**config.mk**
```make
export PLATFORM = sky130hd
export DESIGN_NAME = fpsa_ctrl
export DESIGN_NICKNAME = d
export VERILOG_FILES = /design/src/rtl/fpsa_pkg.sv /design/src/rtl/fpsa_ctrl.sv
export SDC_FILE = /design/constraint.sdc
export NUM_CORES = 1
export LEC_CHECK = 0
export ABC_AREA = 1
export BUFFER_PORTS_ARGS = -buffer_cell sky130_fd_sc_hd__buf_2
export CORE_AREA = 2 2 219 221
export DETAILED_ROUTE_END_ITERATION = 7
export DIE_AREA = 0 0 221 223
export GPL_TIMING_DRIVEN = 0
export PLACE_DENSITY = 0.59
export REMOVE_ABC_BUFFERS = 1
export SYNTH_ARGS = -nofsm -noshare
export SYNTH_HDL_FRONTEND = slang
export SYNTH_SLANG_ARGS = --single-unit
```
**constraint.sdc**
```tcl
create_clock -name i_clk -period 4.4 [get_ports i_clk]
set_input_delay 0.44 -clock i_clk [delete_from_list [all_inputs] [get_ports i_clk]]
set_output_delay 0.44 -clock i_clk [all_outputs]
set_load 0.05 [all_outputs]
```
**src/rtl/fpsa_pkg.sv**
```systemverilog
// Shared package for the free page stack allocator.
// Holds sizes, command and status codes, and the word types. No dependencies.
`timescale 1ns / 1ps

package fpsa_pkg;

    localparam int ADDR_BITS     = 48;
    localparam int PAGE_SHIFT    = 12;
    localparam int STACK_DEPTH   = 4096;
    localparam int PN_BITS       = ADDR_BITS - PAGE_SHIFT;
    localparam int IDX_BITS      = $clog2(STACK_DEPTH);
    localparam int CNT_BITS      = $clog2(STACK_DEPTH + 1);
    localparam int CFG_DATA_BITS = 64;
    localparam int CFG_ADDR_BITS = 5;

    typedef logic [1:0] t_cmd;
    localparam t_cmd CMD_FREE  = 2'd0;
    localparam t_cmd CMD_ALLOC = 2'd1;
    localparam t_cmd CMD_RANGE = 2'd2;

    typedef logic [1:0] t_status;
    localparam t_status ST_OK    = 2'd0;
    localparam t_status ST_BAD   = 2'd1;
    localparam t_status ST_EMPTY = 2'd2;
    localparam t_status ST_FULL  = 2'd3;

    typedef logic [1:0] t_reg_idx;
    localparam t_reg_idx REG_KERNEL_END  = 2'd0;
    localparam t_reg_idx REG_PHYS_TOP    = 2'd1;
    localparam t_reg_idx REG_VIRT_OFFSET = 2'd2;

    typedef struct packed {
        t_cmd                 cmd;
        logic [ADDR_BITS-1:0] page_addr;
        logic [ADDR_BITS-1:0] range_end;
    } t_in_word;

    typedef struct packed {
        t_status              status;
        logic [ADDR_BITS-1:0] alloc_addr;
        logic [CNT_BITS-1:0]  pages_freed;
        logic [CNT_BITS-1:0]  free_count;
    } t_out_word;

    typedef struct packed {
        logic [ADDR_BITS-1:0] kernel_end;
        logic [ADDR_BITS-1:0] phys_top;
        logic [ADDR_BITS-1:0] virt_offset;
    } t_cfg;

    typedef struct packed {
        logic                 we;
        logic [IDX_BITS-1:0]  waddr;
        logic [PN_BITS-1:0]   wdata;
        logic [IDX_BITS-1:0]  raddr;
    } t_mem_req;

    typedef struct packed {
        logic [ADDR_BITS-1:0] diff;
        logic                 borrow;
    } t_sub_res;

endpackage

```
**src/rtl/fpsa_ctrl.sv**
```systemverilog
// Command sequencer of the page allocator: drives the shared subtractor
// step by step, pushes and pops the stack, and holds the output word.
// Depends on fpsa_pkg.
`timescale 1ns / 1ps

module fpsa_ctrl (
    input  logic                           i_clk,
    input  logic                           i_rst_n,
    input  logic                           i_in_valid,
    output logic                           o_in_stall,
    input  fpsa_pkg::t_in_word             i_in_word,
    output logic                           o_out_valid,
    input  logic                           i_out_stall,
    output fpsa_pkg::t_out_word            o_out_word,
    input  fpsa_pkg::t_cfg                 i_cfg,
    output logic [fpsa_pkg::ADDR_BITS-1:0] o_sub_a,
    output logic [fpsa_pkg::ADDR_BITS-1:0] o_sub_b,
    input  fpsa_pkg::t_sub_res             i_sub,
    output fpsa_pkg::t_mem_req             o_mem,
    input  logic [fpsa_pkg::PN_BITS-1:0]   i_rdata
);
    import fpsa_pkg::*;

    typedef enum logic [3:0] {
        S_IDLE,
        S_POP,
        S_ROUND,
        S_RANGE_CMP,
        S_CHK_KE,
        S_CHK_PHYS,
        S_CHK_TOP,
        S_PUSH,
        S_FIN
    } t_state;

    t_state               r_state, n_state;
    t_cmd                 r_cmd, n_cmd;
    logic [PN_BITS-1:0]   r_pn, n_pn;
    logic                 r_low, n_low;
    logic [ADDR_BITS-1:0] r_vend, n_vend;
    logic [ADDR_BITS-1:0] r_phys, n_phys;
    logic [CNT_BITS-1:0]  r_top, n_top;
    logic [CNT_BITS-1:0]  r_freed, n_freed;
    t_status              r_status, n_status;
    logic [ADDR_BITS-1:0] r_alloc, n_alloc;
    logic                 r_out_valid, n_out_valid;
    t_out_word            r_out_word, n_out_word;

    logic                 in_acc;
    logic [ADDR_BITS-1:0] cur_addr;
    logic [PN_BITS:0]     pn_inc;
    logic [CNT_BITS-1:0]  top_dec;
    logic                 stack_full;

    assign in_acc     = i_in_valid && (r_state == S_IDLE);
    assign o_in_stall = (r_state != S_IDLE);
    assign cur_addr   = {r_pn, {PAGE_SHIFT{1'b0}}};
    assign pn_inc     = {1'b0, r_pn} + {{PN_BITS{1'b0}}, 1'b1};
    assign top_dec    = r_top - {{(CNT_BITS-1){1'b0}}, 1'b1};
    assign stack_full = (r_top == CNT_BITS'(STACK_DEPTH));

    // Operand selection for the shared subtractor.
    always_comb begin
        case (r_state)
            S_RANGE_CMP: begin
                o_sub_a = r_vend;
                o_sub_b = cur_addr;
            end
            S_CHK_KE: begin
                o_sub_a = cur_addr;
                o_sub_b = i_cfg.kernel_end;
            end
            S_CHK_PHYS: begin
                o_sub_a = cur_addr;
                o_sub_b = i_cfg.virt_offset;
            end
            S_CHK_TOP: begin
                o_sub_a = r_phys;
                o_sub_b = i_cfg.phys_top;
            end
            default: begin
                o_sub_a = cur_addr;
                o_sub_b = r_vend;
            end
        endcase
    end

    always_comb begin
        o_mem.we    = (r_state == S_PUSH) && !stack_full;
        o_mem.waddr = r_top[IDX_BITS-1:0];
        o_mem.wdata = r_pn;
        o_mem.raddr = top_dec[IDX_BITS-1:0];
    end

    always_comb begin
        n_state     = r_state;
        n_cmd       = r_cmd;
        n_pn        = r_pn;
        n_low       = r_low;
        n_vend      = r_vend;
        n_phys      = r_phys;
        n_top       = r_top;
        n_freed     = r_freed;
        n_status    = r_status;
        n_alloc     = r_alloc;
        n_out_valid = r_out_valid;
        n_out_word  = r_out_word;

        if (r_out_valid && !i_out_stall) begin
            n_out_valid = 1'b0;
        end

        case (r_state)
            S_IDLE: begin
                if (in_acc) begin
                    n_cmd    = i_in_word.cmd;
                    n_pn     = i_in_word.page_addr[ADDR_BITS-1:PAGE_SHIFT];
                    n_low    = |i_in_word.page_addr[PAGE_SHIFT-1:0];
                    n_vend   = i_in_word.range_end;
                    n_freed  = '0;
                    n_alloc  = '0;
                    n_status = ST_OK;
                    case (i_in_word.cmd)
                        CMD_FREE: begin
                            if (|i_in_word.page_addr[PAGE_SHIFT-1:0]) begin
                                n_status = ST_BAD;
                                n_state  = S_FIN;
                            end else begin
                                n_state  = S_CHK_KE;
                            end
                        end
                        CMD_ALLOC: begin
                            // The read of the top entry is issued now.
                            if (r_top == '0) begin
                                n_status = ST_EMPTY;
                                n_state  = S_FIN;
                            end else begin
                                n_top    = top_dec;
                                n_state  = S_POP;
                            end
                        end
                        CMD_RANGE: n_state = S_ROUND;
                        default:   n_state = S_FIN;
                    endcase
                end
            end
            S_POP: begin
                n_alloc = {i_rdata, {PAGE_SHIFT{1'b0}}};
                n_state = S_FIN;
            end
            S_ROUND: begin
                if (r_low) begin
                    n_pn = pn_inc[PN_BITS-1:0];
                    // Rounding past the top of the address space leaves no page.
                    n_state = pn_inc[PN_BITS] ? S_FIN : S_RANGE_CMP;
                end else begin
                    n_state = S_RANGE_CMP;
                end
            end
            S_RANGE_CMP: begin
                // A whole page fits when range_end - addr is at least one page.
                if (i_sub.borrow || (i_sub.diff[ADDR_BITS-1:PAGE_SHIFT] == '0)) begin
                    n_state = S_FIN;
                end else begin
                    n_state = S_CHK_KE;
                end
            end
            S_CHK_KE: begin
                if (i_sub.borrow) begin
                    n_status = ST_BAD;
                    n_state  = S_FIN;
                end else begin
                    n_state  = S_CHK_PHYS;
                end
            end
            S_CHK_PHYS: begin
                n_phys  = i_sub.diff;
                n_state = S_CHK_TOP;
            end
            S_CHK_TOP: begin
                if (!i_sub.borrow) begin
                    n_status = ST_BAD;
                    n_state  = S_FIN;
                end else begin
                    n_state  = S_PUSH;
                end
            end
            S_PUSH: begin
                if (stack_full) begin
                    n_status = ST_FULL;
                    n_state  = S_FIN;
                end else begin
                    n_top   = r_top + {{(CNT_BITS-1){1'b0}}, 1'b1};
                    n_freed = r_freed + {{(CNT_BITS-1){1'b0}}, 1'b1};
                    if (r_cmd == CMD_RANGE) begin
                        n_pn    = pn_inc[PN_BITS-1:0];
                        n_state = S_RANGE_CMP;
                    end else begin
                        n_state = S_FIN;
                    end
                end
            end
            S_FIN: begin
                if (!r_out_valid || !i_out_stall) begin
                    n_out_valid            = 1'b1;
                    n_out_word.status      = r_status;
                    n_out_word.alloc_addr  = r_alloc;
                    n_out_word.pages_freed = r_freed;
                    n_out_word.free_count  = r_top;
                    n_state                = S_IDLE;
                end
            end
            default: n_state = S_IDLE;
        endcase
    end

    always_ff @(posedge i_clk) begin
        if (!i_rst_n) begin
            r_state     <= S_IDLE;
            r_top       <= '0;
            r_out_valid <= 1'b0;
        end else begin
            r_state     <= n_state;
            r_top       <= n_top;
            r_out_valid <= n_out_valid;
        end
        r_cmd      <= n_cmd;
        r_pn       <= n_pn;
        r_low      <= n_low;
        r_vend     <= n_vend;
        r_phys     <= n_phys;
        r_freed    <= n_freed;
        r_status   <= n_status;
        r_alloc    <= n_alloc;
        r_out_word <= n_out_word;
    end

    assign o_out_valid = r_out_valid;
    assign o_out_word  = r_out_word;

endmodule

```
==> results of run 1 <==
## cells by family after synthesis
kind of cell	count (synthesis)
AND/OR/NAND/NOR	727
flip-flops	268
buffers and inverters	207
AO/OA/AOI/OAI	166
XOR/XNOR	44
adder cells (fa/ha/maj)	4
other	1
## repair_timing
action / in CTS / in global routing
hold buffers: 48 / 0
buffers inserted: 0 / 0
endpoints found under the hold margin: 48 / 0
setup endpoints to repair: 7 / 0
resized for setup: 1 / 0
## registers in the layout, summed over array words and instances, names as in the netlist
name and cells:
o_out_valid 1, o_out_word 64, r_alloc 36, r_cmd 2
r_freed 13, r_low 1, r_phys 48, r_pn 36
r_state 4, r_status 2, r_top 13, r_vend 48
## synthesized netlist by cell type (all sizes together), types with 2 or more instances
library cell	instances
nand2	435
edfxtp	250
nor2	168
inv	123
nand3	78
o21ai	66
buf	60
a221oi	36
xor2	36
nand4	31
a21oi	22
a31oi	22
clkbuf	22
dfxtp	18
a22o	12
xnor2	8
nor3	7
ha	4
nor3b	3
nor4	3
clkinv	2
o21a	2
## cell type report
type | count | area share [%]
Tap cell | 615 | 4.173
Clock inverter | 17 | 0.5157
Sequential cell | 268 | 42.67
Multi-Input combinational cell | 953 | 25.79
Timing Repair Buffer | 619 | 19.63
Antenna cell | 2 | 0.02714
Inverter | 125 | 2.572
Clock buffer | 41 | 4.628
## power by group
part / leakage (nW) / internal, mW / switching, mW
Sequential: 2.53 / 3.27 / 0.355
Clock: 0.464 / 1.36 / 1.08
Combinational: 5.11 / 0.843 / 2.73
Total: 8.10 / 5.47 / 4.17
## through the flow
stage	util, %	instance area, um^2	setup WS, ns	TNS, ns
floorplan	-	13030	-0.5232	-18.84
global placement	35.14	16570	-2.921	-411.44
detailed placement	36.06	17000	0.4179	0
CTS	39.10	18430	0.1087	0
global route	39.11	18440	0.07272	0
finish	39.11	18440	0.1164	0
## critical path, stage by stage (launching register included)
cell and delay [ns]:
dfxtp_1 0.34, nand2_1 0.20, inv_2 0.10, nand2_2 0.53, o21ai_4 0.35, buf_16 0.26, inv_4 0.44, a221oi_1 0.12
a31oi_1 0.46, buf_2 0.37
## layer usage
metal	global-route usage, %	share of wire (%)
met1	23.93	38
met2	35.21	49
met3	6.203	9.1
met4	6.127	3.4
met5	0	0.17
## worst max-delay path by stage
stage	start	end	slack (ns)	depth (start not counted)
3_3_place_gp	r_state[2]	o_sub_a[32]	-2.92	8
6_report	r_state[0]	o_sub_b[27]	0.12	9
5_1_grt	r_state[0]	o_sub_b[27]	0.07	9
3_5_place_dp	r_state[1]	o_sub_b[27]	0.42	9
4_1_cts	r_state[0]	o_sub_b[27]	0.11	9
2_1_floorplan	r_top[0]	r_pn[0]	-0.52	7
==> run_results.csv, run 1 <==
group,metric,value,unit
cts,htree_num_levels,1,
placed_design,hpwl,40.04,mm
floorplan,pin_count,566,
floorplan,die_area,49280,um^2
power_and_ir_drop,peakVddDrop,0.5571,mV
drt,wl_per_cell,19.87,um
power_and_ir_drop,power_leakage,8.100,nW
synthesis,async_flop_share,0,%
global_route,grt_max_degree,51,
synthesis,synth.distinct_cells,46,
synthesis,ys.flop_type,"edfxtp_1",
synthesis,yosys.area_share.simple,23.25,%
sta,setup_viol,0,
synthesis,synthCells,1417,
sta,max_freq,233.4,MHz
sta,worst_slew_margin_rel,35.74,%
critical_path,r2r_end,"r_pn[9]",
synthesis,synth_area,13450,um^2
cells_and_area,most-common-layout-cells,"buf_2, nand2_1, edfxtp_1",
min_path,min_from,"i_sub[1]",
floorplan,dieWidth,221,um
cells_and_area,fin_nets,2333,
synthesis,seq_area_frac_synth,58.50,%
global_route,grt_pass1_vias,12310,
critical_path,reg2reg_from,"r_state[2]",
floorplan,fp-row-count,80,
min_path,worstHoldEndpoint,"r_phys[0]",
cts,clock-root-buffer,"clkbuf_16",
synthesis,avgSynthCellArea,9.491,um^2
cts,cts.sinks,268,
floorplan,initial_utilization,28.53,%
placed_design,port_buffers,553,
drt,dr.first_iter.drc_count,881,
min_path,hold_path_class,"primary input to register",
sta,hold_viol,0,
cts,cts_tree,"built",
cts,clk_latency,0.59,ns
synthesis,synth_top_family_by_area,"simple AND/OR/NAND/NOR gates",
critical_path,critPathArrivalTime,3.84,ns
cts,clk_pin_slew_worst_paths,0.06,ns
drt,drc,0,
placed_design,gp_congestion,0.8783,
global_route,antenna_found_initial,9,
sta,tightest_slew,0.9616,ns
sta,whs,0.03038,ns
synthesis,ys_ff_latch,268,
floorplan,core,47150,um^2
critical_path,crit_path_start_kind,"register",
placed_design,numPlacedInstances,2532,
critical_path,required,3.96,ns
sta,fin_skew,0.009027,ns
cells_and_area,final_common_cell,"buf_2",
status,run_status,"complete, no violations",
cts,cts_inserted_buffers,31,
synthesis,synth_xor_area_share,2.865,%
power_and_ir_drop,totalPowerFinal,9.641,mW
critical_path,crit_path_end_kind,"output pin",
sta,final_max_slew_viol_count,0,
cells_and_area,num-fill-cells,4787,
job,cap_violations,0,
cells_and_area,multi_input_area,4755,um^2
critical_path,rrSetupSlack,1.56,ns
global_route,gr-total-overflow,0,
critical_path,path_max_fanout,48,
drt,wl,52.46,mm
global_route,track_usage,20.24,%
floorplan,die_h,223,um
cts,cts_buffer_depth,3,
drt,drtPass1Iterations,5,
critical_path,crit_type,"register to output pin",
cells_and_area,areaGrowthSynthToFinish,37.09,%
global_route,grt_pass1_wl,76.31,mm
min_path,whs_path_depth,1,
synthesis,yosysTopAreaCell,"edfxtp_1",
cells_and_area,drive_above_1_share,33.27,%
synthesis,yosys_warnings,0,
synthesis,synth_mux_area_share,0,%
drt,ant_nets,0,
drt,viasPerCell,4.792,
cells_and_area,final_cells,2640,
drt,vias,12650,
synthesis,synth-edff-count,250,
sta,rsz0062_at_grt,"false",
synthesis,yosys.area.top_type_share,55.82,%
synthesis,synth_area_leaders,"edfxtp_1, nand2_1, nor2_1",
sta,period_share,97.36,%
synthesis,synth-compound-area-share,8.084,%
sta,final.min_clock_period,4.284,ns
synthesis,synthAdderAreaFrac,0.3721,%
critical_path,reg2regPathDepth,10,
cells_and_area,regArea,7868,um^2
power_and_ir_drop,powerDensity,522.9,nW/um^2
Power figures use the tool's default switching activity.
==> run 2: changes to the inputs <==
- CORE_AREA: 2 2 219 221 -> 2 2 222 224
- DIE_AREA: 0 0 221 223 -> 0 0 224 226
- PLACE_DENSITY: 0.59 -> 0.58
==> run 2 against run 1 <==
Non-clock buffer count down 51. Power up 3.0%. Global-route usage up 0.29 points. Utilization down 1.8 points. Die area up 2.7%. Clock skew up 0.0077 ns. Clock power up 12%. Cell count down 1.4%. Critical path depth down 2. Largest power group unchanged.
==> run_results.csv, run 2 (synthesis gave the netlist of run 1 again) <==
group,metric,value,unit
floorplan,core,48340,um^2
min_path,whs_path_depth,1,
cells_and_area,regArea,7868,um^2
sta,final_max_slew_viol_count,0,
critical_path,cp_slowest_cell,"a221oi_1",
critical_path,critPathArrivalTime,3.67,ns
critical_path,worst-path-buf-inv,2,
sta,setup_viol,0,
cts,cts.sinks,268,
sta,tightest_slew,0.9335,ns
sta,hold_viol,0,
status,run_status,"complete, no violations",
cts,clk_latency,0.55,ns
global_route,track_usage,20.53,%
critical_path,rrSetupSlack,1.09,ns
cells_and_area,most-common-layout-cells,"buf_2, nand2_1, edfxtp_1",
min_path,hold_path_class,"primary input to register",
cells_and_area,num-fill-cells,4918,
floorplan,dieWidth,224,um
min_path,min_from,"i_in_word[12]",
sta,setup_tns,0,ns
critical_path,path_cells,"nor2_2 > nand2_2 > o21ai_4 > inv_4 > a221oi_1 > a31oi_1 > buf_2",
min_path,worstHoldEndpoint,"r_vend[12]",
critical_path,crit_path_end_kind,"output pin",
critical_path,crit_type,"register to output pin",
sta,max_freq,243.3,MHz
cts,cts_buffer_depth,3,
critical_path,reg2regPathDepth,11,
cts,cts_inserted_buffers,34,
placed_design,hpwl,41.40,mm
sta,final.min_clock_period,4.110,ns
sta,fin_ws,0.2896,ns
global_route,grt_max_degree,71,
critical_path,reg2reg_from,"r_state[2]",
cells_and_area,drive_above_1_share,34.11,%
placed_design,port_buffers,553,
global_route,antenna_found_initial,12,
drt,dr.first_iter.drc_count,833,
critical_path,crit_path_start_kind,"register",
critical_path,critical-path-top-delay-family,"compound AO/OA/AOI/OAI gates",
job,cap_violations,0,
drt,drc,0,
global_route,gr-total-overflow,0,
cts,clock-root-buffer,"clkbuf_16",
drt,drtPass1Iterations,5,
power_and_ir_drop,peakVddDrop,0.5616,mV
critical_path,path_max_fanout,48,
floorplan,die_h,226,um
cts,clk_pin_slew_worst_paths,0.06,ns
critical_path,slowest_delay,0.59,ns
cells_and_area,areaGrowthSynthToFinish,34.13,%
global_route,grt_pass1_wl,76.76,mm
cts,post_cts_buffers,0,
drt,ant_nets,0,
drt,vias,12530,
floorplan,die_area,50620,um^2
sta,period_share,93.42,%
power_and_ir_drop,power_leakage,7.933,nW
sta,fin_skew,0.01674,ns
floorplan,initial_utilization,27.82,%
power_and_ir_drop,totalPowerFinal,9.929,mW
drt,wl,54.42,mm
sta,rsz0062_at_grt,"false",
cts,cts_tree,"built",
power_and_ir_drop,powerDensity,550.4,nW/um^2
cells_and_area,multi_input_area,4755,um^2
placed_design,gp_congestion,0.8892,
cells_and_area,final_common_cell,"buf_2",
placed_design,pre_cts_ws,0.5458,ns
drt,wl_per_cell,20.92,um
drt,viasPerCell,4.817,
cells_and_area,largest_reg_flops,64,
critical_path,required,3.96,ns
sta,worst_slew_margin_rel,37.77,%
cts,htree_num_levels,2,
global_route,grt_pass1_vias,12200,
cells_and_area,fin_nets,2285,
floorplan,fp-row-count,81,
critical_path,r2r_end,"r_pn[7]",
floorplan,pin_count,566,
[run 2: cell types whose count changed in the layout (fill, tap and decap cells not counted), sizes merged]
cell	delta
clkinv	-3
clkbuf	+6
inv	+1
diode	+2
buf	-3
dlygate4sd3	-48
bufinv	+1
clkinvlp	-1
[run 2: metal layers]
layer	global-route usage [%]	routed length [um]	up-vias
met4	11.10	2871	16
li1	-	-	5853
met3	5.881	4924	101
met2	34.73	26010	591
met5	0	110	-
met1	23.47	20510	5973
[run 2: what timing repair did]
action | CTS | global route
hold buffers | 0 | 0
gates resized for setup | 1 | 0
endpoints found under the hold margin | 0 | 0
setup endpoints to repair | 1 | 0
[run 2: worst reg2reg max path, cell delays in order (launching register included)]
cell,delay (ns)
dfxtp_1,0.37
inv_2,0.08
nor2_4,0.17
inv_2,0.10
nor2_8,0.34
inv_2,0.31
nand2_2,0.19
o21ai_0,0.12
nor3_2,0.64
buf_6,0.26
buf_6,0.19
buf_4,0.24
[run 2: metrics by stage]
step                      cells  cell area [um^2]  hold slack, ns  utilization, %
final                      2602             18040         0.06262           37.32
after CTS                  2598             18030         0.02372           37.30
after detailed placement   2536             16940          0.4052           35.03
after global routing       2600             18030         0.03368           37.31
after floorplan            1346             13030          0.4003               -
after global placement     2521             16580          0.4006           34.29
[run 2: area by class of cell]
| cell class | instances | share of cell area [%] |
|---|---|---|
| antenna | 4 | 0.05549 |
| clock buffer | 47 | 5.271 |
| clock inverter | 15 | 0.7837 |
| inverter | 125 | 2.643 |
| multi-input combinational | 953 | 26.36 |
| sequential | 268 | 43.61 |
| tap | 622 | 4.314 |
| timing repair buffer | 568 | 16.96 |
[run 2: worst max path at each step]
stage | startpoint | endpoint | slack (ns) | depth (start not counted)
finish | r_state[3] | o_sub_b[25] | 0.29 | 7
global route | r_state[3] | o_sub_b[25] | 0.12 | 7
CTS | r_state[0] | o_sub_a[47] | 0.16 | 9
detailed placement | r_state[3] | o_sub_b[25] | 0.55 | 7
global placement | r_state[2] | o_sub_a[29] | -2.84 | 8
floorplan | r_top[0] | r_pn[0] | -0.52 | 7
[run 2: report_power, final]
group          internal [mW]  switching, mW  leakage [nW]
Combinational          0.798           2.75          4.87
Sequential              3.27          0.371          2.53
Clock                   1.60           1.15         0.532
==> run 3: changes to the inputs <==
- CORE_AREA: 2 2 222 224 -> 2 2 219 221
- DIE_AREA: 0 0 224 226 -> 0 0 221 223
- PLACE_DENSITY: 0.58 -> 0.63
==> run 3 against run 2 <==
Sequential share of layout area increased by 0.24 points. Sequential power barely moved. Worst hold slack got worse by 0.014 ns.
==> run_results.csv, run 3 (synthesis gave the netlist of run 1 again) <==
group,metric,value,unit
floorplan,pin_count,566,
power_and_ir_drop,swShare,42.41,%
floorplan,initial_utilization,28.53,%
drt,wl,52.55,mm
critical_path,reg2regPathDepth,11,
critical_path,path_cells,"nand2_1 > inv_2 > nand2_2 > o21ai_4 > buf_16 > inv_4 > a221oi_1 > a31oi_1 > buf_2",
critical_path,path_max_fanout,48,
placed_design,hpwl,40.16,mm
cells_and_area,multi_input_area,4755,um^2
job,cap_violations,0,
cells_and_area,final_area,17940,um^2
cts,clk_pin_slew_worst_paths,0.06,ns
global_route,grt_pass1_wl,76.38,mm
cts,hold_buffers,0,
cells_and_area,drive_above_1_share,33.79,%
sta,hold_viol,0,
critical_path,slowest_delay,0.58,ns
global_route,gr-total-overflow,0,
cells_and_area,areaGrowthSynthToFinish,33.41,%
floorplan,dieWidth,221,um
floorplan,die_h,223,um
power_and_ir_drop,power_leakage,7.886,nW
power_and_ir_drop,p_seq_share,37.3,%
critical_path,reg2reg_from,"r_state[2]",
drt,viasPerCell,4.808,
cts,clk_latency,0.57,ns
global_route,antenna_found_initial,10,
cells_and_area,num-fill-cells,4776,
drt,wl_per_cell,20.30,um
sta,rsz0062_at_grt,"false",
sta,fin_skew,0.01040,ns
sta,max_freq,235.5,MHz
sta,period_share,96.51,%
critical_path,required,3.96,ns
critical_path,r2r_end,"r_pn[8]",
power_and_ir_drop,peakVddDrop,0.6216,mV
power_and_ir_drop,clockPowerShare,26.3,%
min_path,min_from,"i_in_word[8]",
sta,worst_slew_margin_rel,40.08,%
min_path,hold_path_class,"primary input to register",
drt,drtPass1Iterations,5,
sta,final.min_clock_period,4.246,ns
cts,cts_inserted_buffers,31,
critical_path,rrSetupSlack,1.65,ns
power_and_ir_drop,power_frac_comb,36.4,%
power_and_ir_drop,p_int,5.608,mW
cts,htree_num_levels,1,
placed_design,placed_cell_area,16940,um^2
placed_design,gp_congestion,0.9004,
drt,ant_nets,0,
critical_path,crit_type,"register to output pin",
cells_and_area,final_common_cell,"buf_2",
cells_and_area,largest_reg_flops,64,
cts,cts_buffer_depth,3,
critical_path,cp_slowest_cell,"nand2_2",
cts,cts_tree,"built",
floorplan,core,47150,um^2
cts,clock-root-buffer,"clkbuf_16",
status,run_status,"complete, no violations",
critical_path,crit_path_start_kind,"register",
cells_and_area,fin_util,38.06,%
power_and_ir_drop,powerDensity,542.7,nW/um^2
drt,drc,0,
sta,final_max_slew_viol_count,0,
min_path,whs_path_depth,1,
critical_path,critPathArrivalTime,3.81,ns
critical_path,worst-path-buf-inv,4,
cells_and_area,regArea,7868,um^2
sta,tightest_slew,0.8988,ns
sta,setup_viol,0,
cts,cts.sinks,268,
global_route,track_usage,20.36,%
power_and_ir_drop,switchingPower,4.129,mW
critical_path,crit_path_end_kind,"output pin",
drt,dr.first_iter.drc_count,1018,
floorplan,fp-row-count,80,
floorplan,die_area,49280,um^2
critical_path,critical-path-top-delay-family,"buffers and inverters",
drt,vias,12450,
min_path,worstHoldEndpoint,"r_vend[8]",
power_and_ir_drop,totalPowerFinal,9.738,mW
cells_and_area,most-common-layout-cells,"buf_2, nand2_1, edfxtp_1",
cells_and_area,fin_nets,2283,
global_route,grt_pass1_vias,12330,
global_route,grt_max_degree,71,
placed_design,port_buffers,553,
[run 3: per-stage QoR]
stage,worst slack [ns],cells,TNS (ns),hold WS (ns)
3_5_place_dp,0.3233,2530,0,0.4045
6_report,0.1538,2589,0,0.04859
2_1_floorplan,-0.5232,1346,-18.84,0.4003
3_3_place_gp,-2.742,2514,-403.42,0.4007
5_1_grt,0.0004738,2587,0,0.01329
4_1_cts,0.09093,2586,0,0.0004093
[run 3: metal layers]
metal | GRT usage (%) | routed length [um]
met5 | 0 | 93
met4 | 8.032 | 2217
met3 | 5.426 | 4409
met2 | 35.06 | 25570
met1 | 24.17 | 20270
[run 3: repair_timing]
| item | in CTS | in global routing |
|---|---|---|
| setup endpoints to repair | 27 | 0 |
| hold endpoints to repair | 0 | 0 |
| setup buffers | 0 | 0 |
| gates resized for setup | 1 | 0 |
[run 3: layout make-up]
class / instances / share of cell area (%)
Sequential cell: 268 / 43.85
Clock buffer: 39 / 4.547
Inverter: 125 / 2.657
Antenna cell: 3 / 0.04184
Multi-Input combinational cell: 953 / 26.50
Clock inverter: 17 / 0.9763
Tap cell: 615 / 4.289
Timing Repair Buffer: 569 / 17.14
[run 3: how the worst max path moves through the flow]
stage               depth (start not counted)       start  slack [ns]          end
finish                                      9  r_state[0]        0.15  o_sub_b[25]
global route                                9  r_state[1]      0.0005  o_sub_a[29]
CTS                                         9  r_state[0]        0.09  o_sub_b[25]
detailed placement                          9  r_state[0]        0.32  o_sub_b[25]
global placement                            8  r_state[2]       -2.74  o_sub_a[23]
floorplan                                   7    r_top[0]       -0.52      r_pn[0]
[run 3: power by group through the flow]
stage               logic (mW)  registers (mW)  clock network (mW)
detailed placement        3.55            3.68                   0
global route              3.75            3.68                2.73
floorplan                 1.86            4.21                   0
global placement          3.44            3.72                   0
finish                    3.54            3.63                2.56
CTS                       3.57            3.63                2.64
